File: config.mk
export PLATFORM = sky130hd
export DESIGN_NAME = bmm_eval
export DESIGN_NICKNAME = d
export VERILOG_FILES = /design/src/design/bmm_pkg.sv /design/src/design/bmm_eval.sv
export SDC_FILE = /design/constraint.sdc
export NUM_CORES = 1
export LEC_CHECK = 0
export BUFFER_PORTS_ARGS = -buffer_cell sky130_fd_sc_hd__buf_4
export CAP_MARGIN = 20
export CELL_PAD_IN_SITES_DETAIL_PLACEMENT = 1
export CELL_PAD_IN_SITES_GLOBAL_PLACEMENT = 1
export CORE_UTILIZATION = 28
export DETAILED_ROUTE_END_ITERATION = 6
export PLACE_DENSITY = 0.89
export SYNTH_ARGS = -nofsm -noshare
export SYNTH_HDL_FRONTEND = slang
export SYNTH_SLANG_ARGS = --single-unit
File: constraint.sdc
create_clock -name vclk -period 4.3
set_clock_uncertainty 0.15 [all_clocks]
set_input_delay 1.075 -clock vclk [all_inputs]
set_output_delay 1.075 -clock vclk [all_outputs]
set_load 0.02 [all_outputs]
File: src/design/bmm_pkg.sv
`default_nettype none

package bmm_pkg;

    // Node ids and mate ids on the channels are fixed at ten bits.
    localparam int ID_W = 10;

    typedef enum logic [1:0] {
        MODE_QUERY   = 2'd0,
        MODE_MATCH   = 2'd1,
        MODE_UNMATCH = 2'd2,
        MODE_LIST    = 2'd3
    } t_mode;

    typedef enum logic [1:0] {
        STAT_OK        = 2'd0,
        STAT_NO_FREE   = 2'd1,
        STAT_NOT_FOUND = 2'd2
    } t_status;

    typedef enum logic [2:0] {
        S_CLEAR,
        S_IDLE,
        S_EVAL,
        S_WRITE_V,
        S_LIST
    } t_state;

    // One slot of a mate row.
    typedef struct packed {
        logic            valid;
        logic [ID_W-1:0] id;
    } t_slot;

    typedef struct packed {
        logic [1:0]      mode;
        logic [ID_W-1:0] node_u;
        logic [ID_W-1:0] node_v;
    } t_req;

    typedef struct packed {
        logic [1:0]      status;
        logic            pair_matched;
        logic            u_unmatched;
        logic            mate_valid;
        logic [ID_W-1:0] mate_id;
        logic            last;
    } t_rsp;

    // Outcome of evaluating one pair request against the two rows.
    typedef struct packed {
        logic [1:0] status;
        logic       pair_matched;
        logic       u_unmatched;
        logic       write_u;
        logic       write_v;
    } t_eval;

endpackage

`default_nettype wire

File: src/design/bmm_eval.sv
`default_nettype none

// Evaluates a query, match or unmatch request against rows u and v and
// produces the rewritten rows.
module bmm_eval #(
    parameter int SLOTS = 4
) (
    input  wire logic [1:0]                     i_mode,
    input  wire logic [bmm_pkg::ID_W-1:0]       i_node_u,
    input  wire logic [bmm_pkg::ID_W-1:0]       i_node_v,
    input  wire logic                           i_u_ok,
    input  wire logic                           i_v_ok,
    input  wire bmm_pkg::t_slot [SLOTS-1:0]     i_row_u,
    input  wire bmm_pkg::t_slot [SLOTS-1:0]     i_row_v,
    output bmm_pkg::t_slot [SLOTS-1:0]          o_row_u,
    output bmm_pkg::t_slot [SLOTS-1:0]          o_row_v,
    output bmm_pkg::t_eval                      o_ev
);

    localparam int SW = (SLOTS > 1) ? $clog2(SLOTS) : 1;

    // Returns the found flag in the top bit and the lowest set index below it.
    function automatic logic [SW:0] first_set(input logic [SLOTS-1:0] vec);
        logic          found;
        logic [SW-1:0] idx;
        found = 1'b0;
        idx   = '0;
        for (int i = 0; i < SLOTS; i++) begin
            if (vec[i] && !found) begin
                found = 1'b1;
                idx   = SW'(i);
            end
        end
        return {found, idx};
    endfunction

    logic [SLOTS-1:0] free_u, free_v, hit_u, hit_v;
    logic [SLOTS-1:0] sel_u, sel_v, sel_u2;
    logic [SW:0]      fa, fb;
    logic [SW-1:0]    a, b;
    logic             same, is_match, is_unmatch, is_query, ok;
    bmm_pkg::t_slot   slot_u, slot_v;

    assign same       = (i_node_u == i_node_v);
    assign is_match   = (i_mode == bmm_pkg::MODE_MATCH);
    assign is_unmatch = (i_mode == bmm_pkg::MODE_UNMATCH);
    assign is_query   = (i_mode == bmm_pkg::MODE_QUERY);

    always_comb begin
        for (int i = 0; i < SLOTS; i++) begin
            free_u[i] = !i_row_u[i].valid;
            free_v[i] = !i_row_v[i].valid;
            hit_u[i]  = i_row_u[i].valid && (i_row_u[i].id == i_node_v);
            hit_v[i]  = i_row_v[i].valid && (i_row_v[i].id == i_node_u);
        end
    end

    assign sel_u = is_match ? free_u : hit_u;
    assign sel_v = is_match ? free_v : hit_v;
    assign fa    = first_set(sel_u);
    assign a     = fa[SW-1:0];

    // For a self pair the second slot is the next candidate after the first.
    always_comb begin
        for (int i = 0; i < SLOTS; i++) begin
            sel_u2[i] = sel_u[i] && (SW'(i) != a);
        end
    end

    assign fb = same ? first_set(sel_u2) : first_set(sel_v);
    assign b  = fb[SW-1:0];
    assign ok = i_u_ok && i_v_ok && fa[SW] && fb[SW];

    always_comb begin
        slot_u = '0;
        slot_v = '0;
        if (is_match) begin
            slot_u = '{valid: 1'b1, id: i_node_v};
            slot_v = '{valid: 1'b1, id: i_node_u};
        end
        o_row_u    = i_row_u;
        o_row_u[a] = slot_u;
        if (same) begin
            o_row_u[b] = slot_v;
        end
        o_row_v    = i_row_v;
        o_row_v[b] = slot_v;
    end

    always_comb begin
        o_ev              = '0;
        o_ev.status       = bmm_pkg::STAT_OK;
        o_ev.pair_matched = is_query && i_u_ok && (|hit_u);
        o_ev.u_unmatched  = is_query && (!i_u_ok || !i_row_u[0].valid);
        if (is_match && !ok) begin
            o_ev.status = bmm_pkg::STAT_NO_FREE;
        end
        if (is_unmatch && !ok) begin
            o_ev.status = bmm_pkg::STAT_NOT_FOUND;
        end
        o_ev.write_u = ok && (is_match || is_unmatch);
        o_ev.write_v = ok && (is_match || is_unmatch) && !same;
    end

endmodule

`default_nettype wire
==> flow_summary.ini, run 1 <==
[outcome]
status = stopped before the end
haltStage = 5_1_grt
firstError = [ERROR DPL-0033] detailed placement checks failed during check placement.

[floorplanning]
rows = 39
pin_count = 206
dieHeight_um = 111
die_w_um = 111
start_util_pct = 29.0

[yosys]
syn_area_um2 = 3350
ys_types = 56
synth_cells = 452
ys_seq_area_share_pct = 0
syn_area_per_cell_um2 = 7.42
synth_nets = 567
yosysWarnings = 0

[global_routing]
grt_max_degree = 18
antenna_found_initial = 5

[placement]
dpl-instance-area_um2 = 6300
dp.cells = 873
post-dp-hpwl_um = 17900
dp_worst_setup_slack_ns = -0.650
gp_congestion = 0.944
port_buffers = 206

[timing]
worst_endpoint = o_row_v[39]
worst_path_end_type = output port
synthesized netlist by cell type, types with 2 or more instances:
master    instances  area share (%)
ha_1              3             1.1
nor4_4            2             1.3
nand3_1          13             1.9
or3_1             3            0.56
buf_2            16             2.4
a32oi_1          10             2.6
nor2b_1           3            0.56
a21oi_1           8             1.2
nand2b_1          5            0.93
xor2_1           41              11
o21ai_1          11             1.6
nor2_1           27             3.0
mux2_1           44              15
xnor2_1          50              13
a221o_1          30             9.0
nor2_4            2            0.67
nor3_1           15             2.2
and2_1           21             3.9
a31oi_1           2            0.37
nand3b_1          2            0.45
buf_4             8             1.8
o21ai_0           4            0.60
inv_1             7            0.78
o31ai_1           2            0.45
clkbuf_1         23             2.6
nor4_1            8             1.5
nand4_1          19             3.5
and3_1            5            0.93
nand2_1          37             4.1
buf_6             5             1.7
cell families after synthesis:
kind of cell	share of synthesized area [%]
compound gates	22.8
buf+inv	9.22
fa+ha+maj	1.12
mux	15.1
simple gates	28.0
xor+xnor	23.8
through the flow:
step / setup TNS, ns / util [%]
after floorplan: -17.72 / -
after CTS: -40.60 / 69.9
after global placement: -45.25 / 54.5
after detailed placement: -53.81 / 54.5
what timing repair did:
action                                  4_1_cts
endpoints found under the setup margin       92
gates cloned                                  9
resized for setup                           259
hold buffers                                  0
pin swaps                                    53
setup buffers                                48
==> inputs of run 2 (changes only) <==
Settings changed: CELL_PAD_IN_SITES_DETAIL_PLACEMENT 1 to unset, CELL_PAD_IN_SITES_GLOBAL_PLACEMENT 1 to unset, CORE_UTILIZATION 28 to 25, PLACE_DENSITY 0.89 to unset, PLACE_DENSITY_LB_ADDON set to 0.15.
Clock period 4.3 ns to 5.6 ns, I/O delays scaled along.
==> flow_summary.ini, run 2 <==
[run]
max_cap_viol_count = 0

[power_and_ir_drop]
power_frac_clock_pct = 0
peakVddDrop_mv = 0.0507
switching_share_pct = 53.3
comb_power_share_pct = 100.0
total_power_mw = 0.498
leakagePower_nw = 2.44
internal_power_mw = 0.233
power_density_nw_per_um2 = 91.9
power_frac_seq_pct = 0
p_sw_mw = 0.266

[yosys]
yosysWarnings = 0
synth_cells = 452
synth_nets = 567
syn_area_um2 = 3350
syn_area_per_cell_um2 = 7.42
yosys-top-cells-area = mux2_1 (15%), xnor2_1 (13%), xor2_1 (11%)
yosysMostFrequentCell = xnor2_1
ys_types = 56
synthTopCellsByCount = xnor2_1 (50), mux2_1 (44), xor2_1 (41)
ys_seq_area_share_pct = 0
synth_area_leader_cell = mux2_1
yosys.area.top_type_share_pct = 14.8

[cells_and_area]
clkbuf_count = 0
seq_cells = 0
stdcell_area_um2 = 5420
n_antenna_cell = 0
regArea_um2 = 0
stdcell_count = 819
final_nets = 764
drive_gt1_share_pct = 45.3
mostFrequentLayoutCell = buf_4
area_delta_synth_final_pct = 61.8
fin_util_pct = 42.3
most-common-layout-cells = buf_4 (229), xnor2_1 (42), xor2_1 (39), nand2_1 (36), mux2_1 (36)

[placement]
dp.cells = 812
dpl-instance-area_um2 = 5160
gp_congestion = 0.923
dp_worst_setup_slack_ns = 0.0228
post-dp-hpwl_um = 13500
port_buffers = 206

[drt]
drt_iter0_drc = 313
ant_nets = 0
drc = 0
routed_wl_um = 17400
post_drt_wl_per_cell_um = 21.2
drt_pass1_iterations = 5
vias = 4353
routed_via_density = 5.32

[setup_path]
cp_max_fo = 7
worstPathArrival_ns = 4.02
path_class = in -> out
required_ns = 4.05
crit_end = o_row_v[21]
setup.worst_path.end_class = output pin
startpoint_type = input pin
startpoint = i_mode[1]

[hold_path]
min_from = i_row_v[15]
hold_class = in -> out

[timing]
max_slew.worst_pin.slew_ns = 0.827
fin_ws_ns = 0.0328
fin_hold_ws_ns = 2.98
grt_setup_unrepaired = yes
period_minus_slack_ns = 5.57
period_share_pct = 99.4
hold_violations = 0
setup_viol = 0
timing.fmax_ghz = 0.180
setup_tns_ns = 0
drv_slew = 0
slew_headroom_pct = 44.9

[outcome]
status = completed

[floorplanning]
die_area_um2 = 13900
die_w_um = 118
rows = 41
core_area_um2 = 12800
pin_count = 206
dieHeight_um = 118
start_util_pct = 26.1

[clocking]
postCtsHoldBufs = 0

[global_routing]
grt_pass1_vias = 4262
track_usage_pct = 23.6
gr-total-overflow = 0
grt_first_pass_wirelength_um = 25500
grt_max_degree = 23
antenna_found_initial = 0
-- run 2: cell counts after synthesis --
No cell type changed its count.
-- run 2: what timing repair did --
action,in CTS,in global routing
gates resized for setup,0,47
endpoints found under the setup margin,0,65
setup buffers,0,7
-- run 2: layout make-up --
cell class / count / area [um^2]
inverters: 7 / 28.8
fillers: 1367 / 7400
repair buffers: 247 / 1980
well taps: 172 / 215
multi-input cells: 393 / 3200
-- run 2: cells by family (layout without fill, tap and decap cells) --
kind of cell	after synthesis	in the layout	share of synthesized area (%)
mux	45	45	15.1
xor+xnor	91	91	23.8
fa+ha+maj	3	3	1.12
buf+inv	59	254	9.22
simple gates	168	168	28.0
compound gates	86	86	22.8
-- run 2: worst min-delay path by stage --
| stage | slack, ns | cells after the start | to |
|---|---|---|---|
| floorplan | 2.82 | 1 | o_ev[3] |
| global placement | 2.98 | 3 | o_row_v[41] |
| detailed placement | 2.98 | 3 | o_row_v[28] |
| CTS | 2.98 | 3 | o_row_v[34] |
| global route | 2.99 | 3 | o_row_v[15] |
| finish | 2.98 | 3 | o_row_v[15] |
-- run 2: worst max-delay path, stage by stage --
cell and delay [ns]:
buf_8 0.08, inv_4 0.03, ha_4 0.16, nand2b_4 0.15, nor4_4 0.24, nand4_1 0.16, or4_4 0.58, a31oi_4 0.25
a41oi_4 0.09, nor2_4 0.17, buf_12 0.14, buf_8 0.13, buf_6 0.10, mux2i_1 0.18, buf_4 0.17
-- run 2: routing by layer --
metal  global-route usage [%]  part of all wire, %  vias to the layer above
li1                         -                    -                     2034
met1                     31.1                   43                     2042
met2                     40.1                   47                      255
met4                     4.57                  2.1                        0
met5                        0                    0                        -
met3                     3.88                  7.9                       22
-- run 2: power groups by stage --
stage | clock network, mW | logic (mW) | registers [mW]
5_1_grt | 0 | 0.528 | 0
3_3_place_gp | 0 | 0.466 | 0
6_report | 0 | 0.498 | 0
3_5_place_dp | 0 | 0.468 | 0
2_1_floorplan | 0 | 0.259 | 0
4_1_cts | 0 | 0.470 | 0
(Power assumes the default switching activity.)
